**config.mk**
```make
export PLATFORM = sky130hd
export DESIGN_NAME = bbp_queue
export DESIGN_NICKNAME = d
export VERILOG_FILES = /design/src/rtl/bbp_pkg.sv /design/src/rtl/bbp_queue.sv
export SDC_FILE = /design/constraint.sdc
export NUM_CORES = 1
export LEC_CHECK = 0
export ABC_AREA = 1
export BUFFER_PORTS_ARGS = -buffer_cell sky130_fd_sc_hd__buf_2
export CORE_UTILIZATION = 45
export DETAILED_ROUTE_END_ITERATION = 10
export PLACE_DENSITY = 0.73
export SYNTH_ARGS = -nofsm -noshare
export SYNTH_HDL_FRONTEND = slang
export SYNTH_SLANG_ARGS = --single-unit
export TNS_END_PERCENT = 30
```
**constraint.sdc**
```tcl
create_clock -name clk -period 2.9 [get_ports clk]
set_clock_uncertainty 0.05 [all_clocks]
set_input_delay 0.58 -clock clk [delete_from_list [all_inputs] [get_ports clk]]
set_output_delay 0.58 -clock clk [all_outputs]
set_load 0.01 [all_outputs]
```
**src/rtl/bbp_pkg.sv**
```systemverilog
// bbp_pkg: shared constants, types and helpers of the bimodal branch predictor
// no dependencies; every other file of the block imports it

package bbp_pkg;

    localparam int MAX_ENTRIES_DEF = 1024;
    localparam int ADDR_BITS_DEF   = 32;

    localparam int TABLE_SIZE_W = 11;
    localparam logic [TABLE_SIZE_W-1:0] TABLE_SIZE_RST = 11'd1024;

    localparam int CTR_W = 2;
    localparam logic [CTR_W-1:0] CTR_MAX         = 2'd3;
    localparam logic [CTR_W-1:0] TAKEN_THRESHOLD = 2'd2;

    localparam int COUNT_W = 32;
    localparam logic [COUNT_W-1:0] COUNT_MAX = 32'hFFFF_FFFF;

    localparam int QUEUE_DEPTH = 2;

    typedef enum logic {
        OP_RESOLVE = 1'b0,
        OP_RESTART = 1'b1
    } bbp_op_t;

    typedef enum logic [2:0] {
        ST_CLEAR,
        ST_IDLE,
        ST_DIV,
        ST_READ,
        ST_UPDATE,
        ST_DONE
    } bbp_state_t;

    // one saturating step of a 2-bit counter toward the outcome
    function automatic logic [CTR_W-1:0] ctr_step(input logic [CTR_W-1:0] ctr,
                                                  input logic taken);
        logic [CTR_W-1:0] res;
        res = ctr;
        if (taken)
        begin
            if (ctr != CTR_MAX)
                res = ctr + 1'b1;
        end
        else
        begin
            if (ctr != '0)
                res = ctr - 1'b1;
        end
        return res;
    endfunction

endpackage

```
**src/rtl/bbp_queue.sv**
```systemverilog
// bbp_queue: small register fifo between the front and the back of the predictor
// depends on bbp_pkg for the default depth

module bbp_queue
    import bbp_pkg::*;
#(
    parameter int WIDTH = ADDR_BITS_DEF + 2,
    parameter int DEPTH = QUEUE_DEPTH
)
(
    input  logic             clk,
    input  logic             rst_n,
    input  logic             push,
    input  logic [WIDTH-1:0] wdata,
    input  logic             pop,
    output logic [WIDTH-1:0] rdata,
    output logic             full,
    output logic             empty
);

    localparam int PTR_W = (DEPTH > 1) ? $clog2(DEPTH) : 1;
    localparam int CNT_W = $clog2(DEPTH + 1);

    logic [WIDTH-1:0] entry_reg [DEPTH];
    logic [PTR_W-1:0] wptr_reg;
    logic [PTR_W-1:0] rptr_reg;
    logic [CNT_W-1:0] cnt_reg;
    logic             do_push;
    logic             do_pop;

    assign full    = (cnt_reg == CNT_W'(DEPTH));
    assign empty   = (cnt_reg == '0);
    assign do_push = push && !full;
    assign do_pop  = pop && !empty;
    assign rdata   = entry_reg[rptr_reg];

    always_ff @(posedge clk or negedge rst_n)
    begin
        if (!rst_n)
        begin
            wptr_reg <= '0;
            rptr_reg <= '0;
            cnt_reg  <= '0;
        end
        else
        begin
            if (do_push)
                wptr_reg <= (wptr_reg == PTR_W'(DEPTH - 1)) ? '0 : wptr_reg + 1'b1;
            if (do_pop)
                rptr_reg <= (rptr_reg == PTR_W'(DEPTH - 1)) ? '0 : rptr_reg + 1'b1;
            if (do_push && !do_pop)
                cnt_reg <= cnt_reg + 1'b1;
            else if (do_pop && !do_push)
                cnt_reg <= cnt_reg - 1'b1;
        end
    end

    always_ff @(posedge clk)
    begin
        if (do_push)
            entry_reg[wptr_reg] <= wdata;
    end

endmodule

```
==> results.json, run 1 <==
{
  "drt_wl_total_microns": 4690,
  "synth_seq_cells": 72,
  "finalHoldViolations": 0,
  "synth.largest_area_cell": "edfxtp_1",
  "ys_top_cells_by_area": "edfxtp_1 (75%), nand2_1 (15%), dfrtp_1 (3.7%), buf_4 (1.1%), inv_1 (0.83%)",
  "ys_top_cells_by_count": "nand2_1 (111), edfxtp_1 (68), inv_1 (6)",
  "grt_pass1_wl_microns": 7440,
  "critPathRequiredTime_ns": 2.27,
  "min_period_ns": 2.38,
  "cts_sinks": 72,
  "synth.most_common_cell": "nand2_1",
  "outcome": "finished, final reports clean",
  "track_usage_pct": 16.5,
  "largest_register_ffs": 68,
  "synth_top_area_share_pct": 75.3,
  "leakagePower_nw": 1.51,
  "max_freq_ghz": 0.421,
  "synth_cell_type_count": 17,
  "vias_per_cell": 4.60,
  "worstMarginPinSlew_ns": 0.653,
  "placed_cells": 351,
  "fin_hold_ws_ns": 0.374,
  "dpl.hpwl_microns": 3040,
  "p_switching_mw": 1.14,
  "max-cap-violations": 0,
  "intPower_mw": 2.36,
  "port-buffer-count": 73,
  "p_clk_share_pct": 26.2,
  "overflow": 0,
  "place.gp.congestion": 0.618,
  "drt-pass1-iter-count": 4,
  "fp-row-count": 27,
  "nFillCells": 460,
  "cp-end-kind": "output port",
  "final_util_pct": 60.3,
  "fin_crit_sh_pct": 82.0,
  "cp_max_fo": 35,
  "grt_max_degree": 36,
  "syn-instance-count": 209,
  "grt_pass1_vias": 1685,
  "vias": 1694,
  "seqPwrFrac_pct": 43.7,
  "ios": 74,
  "syn_avg_cell_area_sq_um": 13.0,
  "arrival_ns": 1.75,
  "synth-edff-count": 68,
  "power.density_nw_per_um2": 1030,
  "drt_iter0_markers": 103,
  "syn-cell-area_sq_um": 2710,
  "area_growth_pct": 25.6,
  "setup_viol": 0,
  "antenna_found_initial": 0,
  "cts_tree": "built",
  "ys.flop_type": "edfxtp_1",
  "coreArea_sq_um": 5640,
  "insertedDiodeCount": 0,
  "die_w_microns": 79.6,
  "slew_headroom_pct": 56.5,
  "ctsHtreeMaxLevel": 3,
  "yosysWarnings": 0,
  "layout-drive-gt1-share_pct": 32.8,
  "slew_viol_final": 0,
  "clk_path_buf_depth": 2,
  "fin_setup_tns_ns": 0,
  "worstSetupStartpointType": "register",
  "final_nets": 330,
  "fp.dieH_microns": 79.6,
  "cts-root-buf": "clkbuf_8",
  "rsz0062_at_grt": "no",
  "avgRoutedWirePerCell_microns": 12.7,
  "p_comb_share_pct": 30.1,
  "detail-route-antenna-nets": 0,
  "vdd_drop_max_mv": 0.543,
  "insertion_delay_ns": 0.33,
  "synthArstFlopShare_pct": 5.56,
  "criticalPathCategory": "reg -> out",
  "power_mw": 3.50,
  "hp-class": "in -> reg",
  "ys_seq_area_share_pct": 79.0,
  "fin_cells": 368,
  "drc": 0,
  "cts_buffers": 9,
  "synth_nets": 248,
  "switching_share_pct": 32.5,
  "initial_core_util_pct": 48.1,
  "clk_pin_slew_ns": 0.08,
  "dieArea_sq_um": 6340
}
routing by layer:
metal	part of all wire (%)	GRT usage, %	vias up
met5	0	0	-
met4	3.6	12.9	0
met3	5.4	4.00	16
met2	50	28.0	51
met1	41	17.4	772
li1	-	-	855
power groups by stage:
stage	Sequential, mW	Combinational [mW]	Clock [mW]
floorplan	1.51	0.706	0
global placement	1.55	1.05	0
detailed placement	1.55	1.07	0
CTS	1.53	1.08	0.937
global route	1.55	1.19	0.977
finish	1.53	1.05	0.917
per-stage QoR:
step / cell area (sq um) / setup slack, ns
after CTS: 3400 / 0.472
final: 3400 / 0.522
after global routing: 3400 / 0.314
after detailed placement: 3160 / 0.867
after global placement: 3160 / 0.889
after floorplan: 2710 / 0.331
cells in the final DEF, fill, tap and decap left out, types with 2 or more instances in the layout:
master and count:
bufinv_16 3, inv_1 6, clkbuf_8 9, buf_4 4, o21ai_1 2, dfrtp_1 4
buf_2 73, nor2_4 2, edfxtp_1 68, clkinv_2 2, nand2_1 111
final cells by class:
class	instances	area (sq um)	share of cell area, %
Clock buffer	10	128	3.75
Clock inverter	6	108	3.16
Inverter	8	32.5	0.956
Multi-Input combinational cell	122	499	14.7
Sequential cell	72	2140	62.9
Tap cell	72	90.1	2.65
Timing Repair Buffer	78	405	11.9
path summary, 6_finish.rpt:
check	from	end	slack [ns]	depth (start not counted)
max in group asynchronous	rst_n	cnt_reg[0]	2.13	2
min in group asynchronous	rst_n	rptr_reg	0.55	2
min	wdata[30]	entry_reg[0][30]	0.37	1
min reg2reg	wptr_reg	wptr_reg	0.44	2
max reg2reg	cnt_reg[0]	entry_reg[1][14]	1.06	3
max	rptr_reg	rdata[20]	0.52	4
cells by family after synthesis:
kind of cell | after synthesis | share of synthesized area (%)
xor gates and xnor gates | 1 | 0.323
adders and majority gates | 1 | 0.461
buffers and inverters | 15 | 2.86
DFF | 72 | 79.0
and+or+nand+nor | 118 | 17.0
AOI/OAI and AO/OA | 2 | 0.369
what timing repair did:
action / in CTS / in global routing
gates resized for setup: 0 / 0
hold buffers: 1 / 0
hold endpoints to repair: 4 / 0
buffers inserted: 0 / 0
worst max-delay path: stages, from the launching register on:
cell     delay [ns]
dfrtp_1        0.77
inv_4          0.31
nand2_1        0.13
nand2_1        0.07
buf_2          0.14
(Power assumes the default switching activity.)
==> run 2, diff against run 1 <==
==> constraint.sdc (replaced) <==
create_clock -name clk -period 2.46 [get_ports clk]
set_clock_uncertainty 0.05 [all_clocks]
set_input_delay 0.492 -clock clk [delete_from_list [all_inputs] [get_ports clk]]
set_output_delay 0.492 -clock clk [all_outputs]
set_load 0.01 [all_outputs]
==> results.json, run 2 (synthesized netlist as in run 1, its figures left out) <==
{
  "arrival_ns": 1.38,
  "layout_commonest_cell": "nand2_1",
  "drt-pass1-iter-count": 4,
  "layout-drive-gt1-share_pct": 32.1,
  "switching_share_pct": 32.9,
  "met1_length_microns": 1820,
  "setup_viol": 0,
  "clk_path_buf_depth": 2,
  "dpl.hpwl_microns": 2920,
  "max_freq_ghz": 0.520,
  "fin_setup_tns_ns": 0,
  "cp-end-kind": "output port",
  "antenna_found_initial": 0,
  "detail-route-antenna-nets": 0,
  "place.gp.congestion": 0.765,
  "hp-class": "in -> reg",
  "seqPwrFrac_pct": 44.2,
  "fin_crit_sh_pct": 78.1,
  "initial_core_util_pct": 48.1,
  "critPathRequiredTime_ns": 1.92,
  "fp.dieH_microns": 79.6,
  "drc": 0,
  "worstSetupStartpointType": "register",
  "ctsHtreeMaxLevel": 3,
  "largest_register_ffs": 68,
  "cts_sinks": 72,
  "avgRoutedWirePerCell_microns": 12.4,
  "slew_headroom_pct": 70.4,
  "slew_viol_final": 0,
  "power.density_nw_per_um2": 1180,
  "most-common-layout-cells": "nand2_1 (111), buf_2 (73), edfxtp_1 (68)",
  "insertion_delay_ns": 0.33,
  "track_usage_pct": 16.2,
  "die_w_microns": 79.6,
  "worstMarginPinSlew_ns": 0.444,
  "cts-root-buf": "clkbuf_8",
  "cp_max_fo": 35,
  "vias_per_cell": 4.61,
  "grt_pass1_wl_microns": 7270,
  "setup_slack_ns": 0.539,
  "min_path_cells": 1,
  "final_nets": 331,
  "cts_tree": "built",
  "p_comb_share_pct": 32.3,
  "dr_wl_met3_microns": 238,
  "finalHoldViolations": 0,
  "drt_iter0_markers": 80,
  "insertedDiodeCount": 0,
  "outcome": "finished, final reports clean",
  "ios": 74,
  "intPower_mw": 2.68,
  "max-cap-violations": 0,
  "criticalPathCategory": "reg -> out",
  "wl_met2_microns": 2360,
  "reg2reg_depth": 3,
  "vias": 1698,
  "top_layer": "met4",
  "clk_pin_slew_ns": 0.07,
  "cts_buffers": 9,
  "min_period_ns": 1.92,
  "port-buffer-count": 73,
  "area_growth_pct": 24.6,
  "fp-row-count": 27,
  "rsz0062_at_grt": "no",
  "place_worst_setup_slack_ns": 0.854,
  "coreArea_sq_um": 5640,
  "vdd_drop_max_mv": 0.629,
  "overflow": 0,
  "grt_pass1_vias": 1643,
  "drt_wl_total_microns": 4550,
  "leakagePower_nw": 1.50,
  "grt_max_degree": 36,
  "p_switching_mw": 1.31,
  "dieArea_sq_um": 6340,
  "p_clk_share_pct": 23.5
}
[run 2: cell count changes in the layout (fill, tap and decap cells not counted)]
cell / change
clkinv_2: -1
buf_4: +1
bufinv_16: -1
clkinv_1: +2
clkinvlp_4: -1
[run 2: path summary, 6_finish.rpt]
path                             from                to  slack (ns)
max in group asynchronous       rst_n        cnt_reg[1]        1.78
min in group asynchronous       rst_n          wptr_reg        0.45
max reg2reg                cnt_reg[0]  entry_reg[1][29]        0.92
min                          wdata[2]   entry_reg[0][2]        0.29
min reg2reg                  wptr_reg          wptr_reg        0.46
max                          rptr_reg         rdata[17]        0.54
[run 2: area by class of cell]
| class | count | area, sq um |
|---|---|---|
| multi-input cells | 122 | 499 |
| well taps | 72 | 90.1 |
| clock inverters | 5 | 72.6 |
| clock buffers | 10 | 128 |
| flip-flops and latches | 72 | 2140 |
| inverters | 8 | 32.5 |
| fillers | 440 | 2260 |
| repair buffers | 79 | 413 |
[run 2: what timing repair did]
item	in CTS	in global routing
resized for setup	0	0
hold endpoints to repair	4	0
buffers inserted	0	0
hold buffers	1	0
[run 2: critical path, cell delays in order, from the launching register on]
cell	delay, ns
dfrtp_1	0.42
inv_4	0.30
nand2_1	0.10
nand2_1	0.10
buf_2	0.13
[run 2: metrics by stage]
step | power, mW | instance area, sq um | hold WS, ns | instances | utilization (%)
after floorplan | 2.61 | 2710 | 0.146 | 209 | -
after global placement | 3.07 | 3170 | 0.255 | 352 | 56.1
after detailed placement | 3.10 | 3170 | 0.257 | 352 | 56.1
after CTS | 4.05 | 3380 | 0.276 | 368 | 59.9
after global routing | 4.26 | 3380 | 0.276 | 368 | 59.9
final | 4.00 | 3380 | 0.294 | 368 | 59.9
[run 2: layer usage]
| layer | global-route usage, % | up-vias |
|---|---|---|
| li1 | - | 858 |
| met1 | 17.6 | 776 |
| met2 | 27.7 | 54 |
| met3 | 3.77 | 10 |
| met4 | 11.1 | 0 |
| met5 | 0 | - |
[run 2: power groups by stage]
stage	Combinational [mW]	Sequential (mW)	Clock (mW)
floorplan	0.835	1.77	0
global placement	1.29	1.78	0
detailed placement	1.31	1.79	0
CTS	1.32	1.77	0.963
global route	1.46	1.79	1.00
finish	1.29	1.77	0.940
==> run 3, diff against run 2 <==
--- a/config.mk
+++ b/config.mk
@@ -9,7 +9,7 @@
 export BUFFER_PORTS_ARGS = -buffer_cell sky130_fd_sc_hd__buf_2
 export CORE_UTILIZATION = 45
 export DETAILED_ROUTE_END_ITERATION = 10
-export PLACE_DENSITY = 0.73
+export PLACE_DENSITY = 0.76
 export SYNTH_ARGS = -nofsm -noshare
 export SYNTH_HDL_FRONTEND = slang
 export SYNTH_SLANG_ARGS = --single-unit
==> constraint.sdc (replaced) <==
create_clock -name clk -period 1.7 [get_ports clk]
set_clock_uncertainty 0.05 [all_clocks]
set_input_delay 0.34 -clock clk [delete_from_list [all_inputs] [get_ports clk]]
set_output_delay 0.34 -clock clk [all_outputs]
set_load 0.01 [all_outputs]
==> results.json, run 3 (synthesized netlist as in run 1, its figures left out) <==
{
  "outcome": "finished, final reports clean",
  "detail-route-antenna-nets": 0,
  "insertedDiodeCount": 0,
  "drt-pass1-iter-count": 4,
  "drt_iter0_markers": 48,
  "finalHoldViolations": 0,
  "path_buf_inv": 2,
  "grt_pass1_vias": 1551,
  "cts_tree": "built",
  "dieArea_sq_um": 6340,
  "fin_cells": 370,
  "vias_per_cell": 4.61,
  "coreArea_sq_um": 5640,
  "worstSetupStartpointType": "register",
  "leakagePower_nw": 1.52,
  "slew_headroom_pct": 81.7,
  "setup_slack_ns": 0.0396,
  "vdd_drop_max_mv": 0.846,
  "setup_viol": 0,
  "largest_register_ffs": 68,
  "fp.dieH_microns": 79.6,
  "ios": 74,
  "placed_area_sq_um": 3210,
  "slew_viol_final": 0,
  "place.gp.congestion": 0.752,
  "area_growth_pct": 26.6,
  "cp_top_family": "flip-flops",
  "stdcell_area_sq_um": 3430,
  "multi_input_area_sq_um": 499,
  "max-cap-violations": 0,
  "worst_path_max_delay_cell": "dfrtp_2",
  "cp_slowest_stage_delay_ns": 0.47,
  "placed_cells": 353,
  "cts-root-buf": "clkbuf_8",
  "layout-drive-gt1-share_pct": 32.9,
  "layout_commonest_cell": "nand2_1",
  "clk_pin_slew_ns": 0.07,
  "hp-class": "in -> reg",
  "rsz0062_at_grt": "yes",
  "max_freq_ghz": 0.602,
  "fin_crit_sh_pct": 97.7,
  "worstPathCellList": "buf_6 > nand2_1 > nand2_1 > buf_2",
  "critPathRequiredTime_ns": 1.31,
  "cts_buffers": 9,
  "avgRoutedWirePerCell_microns": 12.3,
  "min_period_ns": 1.66,
  "power.density_nw_per_um2": 1690,
  "initial_core_util_pct": 48.1,
  "cts_sinks": 72,
  "antenna_found_initial": 0,
  "port-buffer-count": 73,
  "most-common-layout-cells": "nand2_1 (111), buf_2 (73), edfxtp_1 (68)",
  "die_w_microns": 79.6,
  "dpl.hpwl_microns": 3030,
  "worstMarginPinSlew_ns": 0.273,
  "grt_max_degree": 36,
  "nFillCells": 467,
  "final_util_pct": 60.9,
  "drt_wl_total_microns": 4540,
  "insertion_delay_ns": 0.33,
  "vias": 1707,
  "cp-end-kind": "output port",
  "criticalPathCategory": "reg -> out",
  "fp-row-count": 27,
  "drc": 0,
  "track_usage_pct": 15.4,
  "grt_pass1_wl_microns": 6880,
  "clk_path_buf_depth": 2,
  "crit_top_cell": "nand2_1",
  "arrival_ns": 1.27,
  "final_nets": 332,
  "overflow": 0,
  "ff_latch_area_sq_um": 2140,
  "cp_max_fo": 17,
  "place_worst_setup_slack_ns": 0.259,
  "ctsHtreeMaxLevel": 3,
  "fin_hold_ws_ns": 0.143
}
## run 3: cell count changes in the layout (fill, tap and decap cells not counted), sizes merged
cell and delta:
bufinv -1, clkinv +1, inv -1, clkbuf +2
buf +1
## run 3: final cells by class
cell class                 instances  area share (%)
clock buffer                      12            4.23
clock inverter                     4            1.28
inverter                           8            1.24
multi-input combinational        122            14.5
sequential                        72            62.4
tap                               72            2.62
timing repair buffer              80            13.7
## run 3: worst paths after layout
path	startpoint	endpoint	slack, ns	depth (start not counted)
max	rptr_reg	rdata[13]	0.04	4
min	wdata[1]	entry_reg[1][1]	0.14	1
max reg2reg	cnt_reg[0]	cnt_reg[1]	0.25	7
min reg2reg	wptr_reg	wptr_reg	0.47	2
max in group asynchronous	rst_n	rptr_reg	1.15	2
min in group asynchronous	rst_n	cnt_reg[1]	0.31	2
## run 3: power breakdown
group | internal [mW] | switching [mW] | leakage, nW | total [mW]
combinational | 0.755 | 1.22 | 0.739 | 1.97
clock | 0.709 | 0.555 | 0.0978 | 1.26
sequential | 2.42 | 0.156 | 0.680 | 2.58
total | 3.89 | 1.93 | 1.52 | 5.82
## run 3: through the flow
stage	setup TNS [ns]	total power, mW
2_1_floorplan	-3.32	3.78
3_3_place_gp	0	4.52
3_5_place_dp	0	4.57
4_1_cts	0	5.88
5_1_grt	-0.337	6.19
6_report	0	5.82
## run 3: repair_timing
item / in CTS / in global routing
resized for setup: 5 / 2
setup buffers: 0 / 0
hold buffers: 1 / 0
pin swaps: 0 / 0
hold endpoints to repair: 4 / 0
endpoints found under the setup margin: 34 / 15
## run 3: per-layer routing
layer	vias up	part of all wire [%]	track usage, %
met3	10	5.1	3.77
met2	56	52	26.4
li1	862	-	-
met1	779	41	16.6
met5	-	0	0
met4	0	2.2	10.7
## run 3: worst register-to-register path: stages (launching register included)
cell	delay [ns]
dfrtp_1	0.46
nor2_2	0.22
nor2_4	0.05
ha_1	0.32
inv_1	0.08
nand3_1	0.07
nand2_1	0.06
nand2_1	0.04
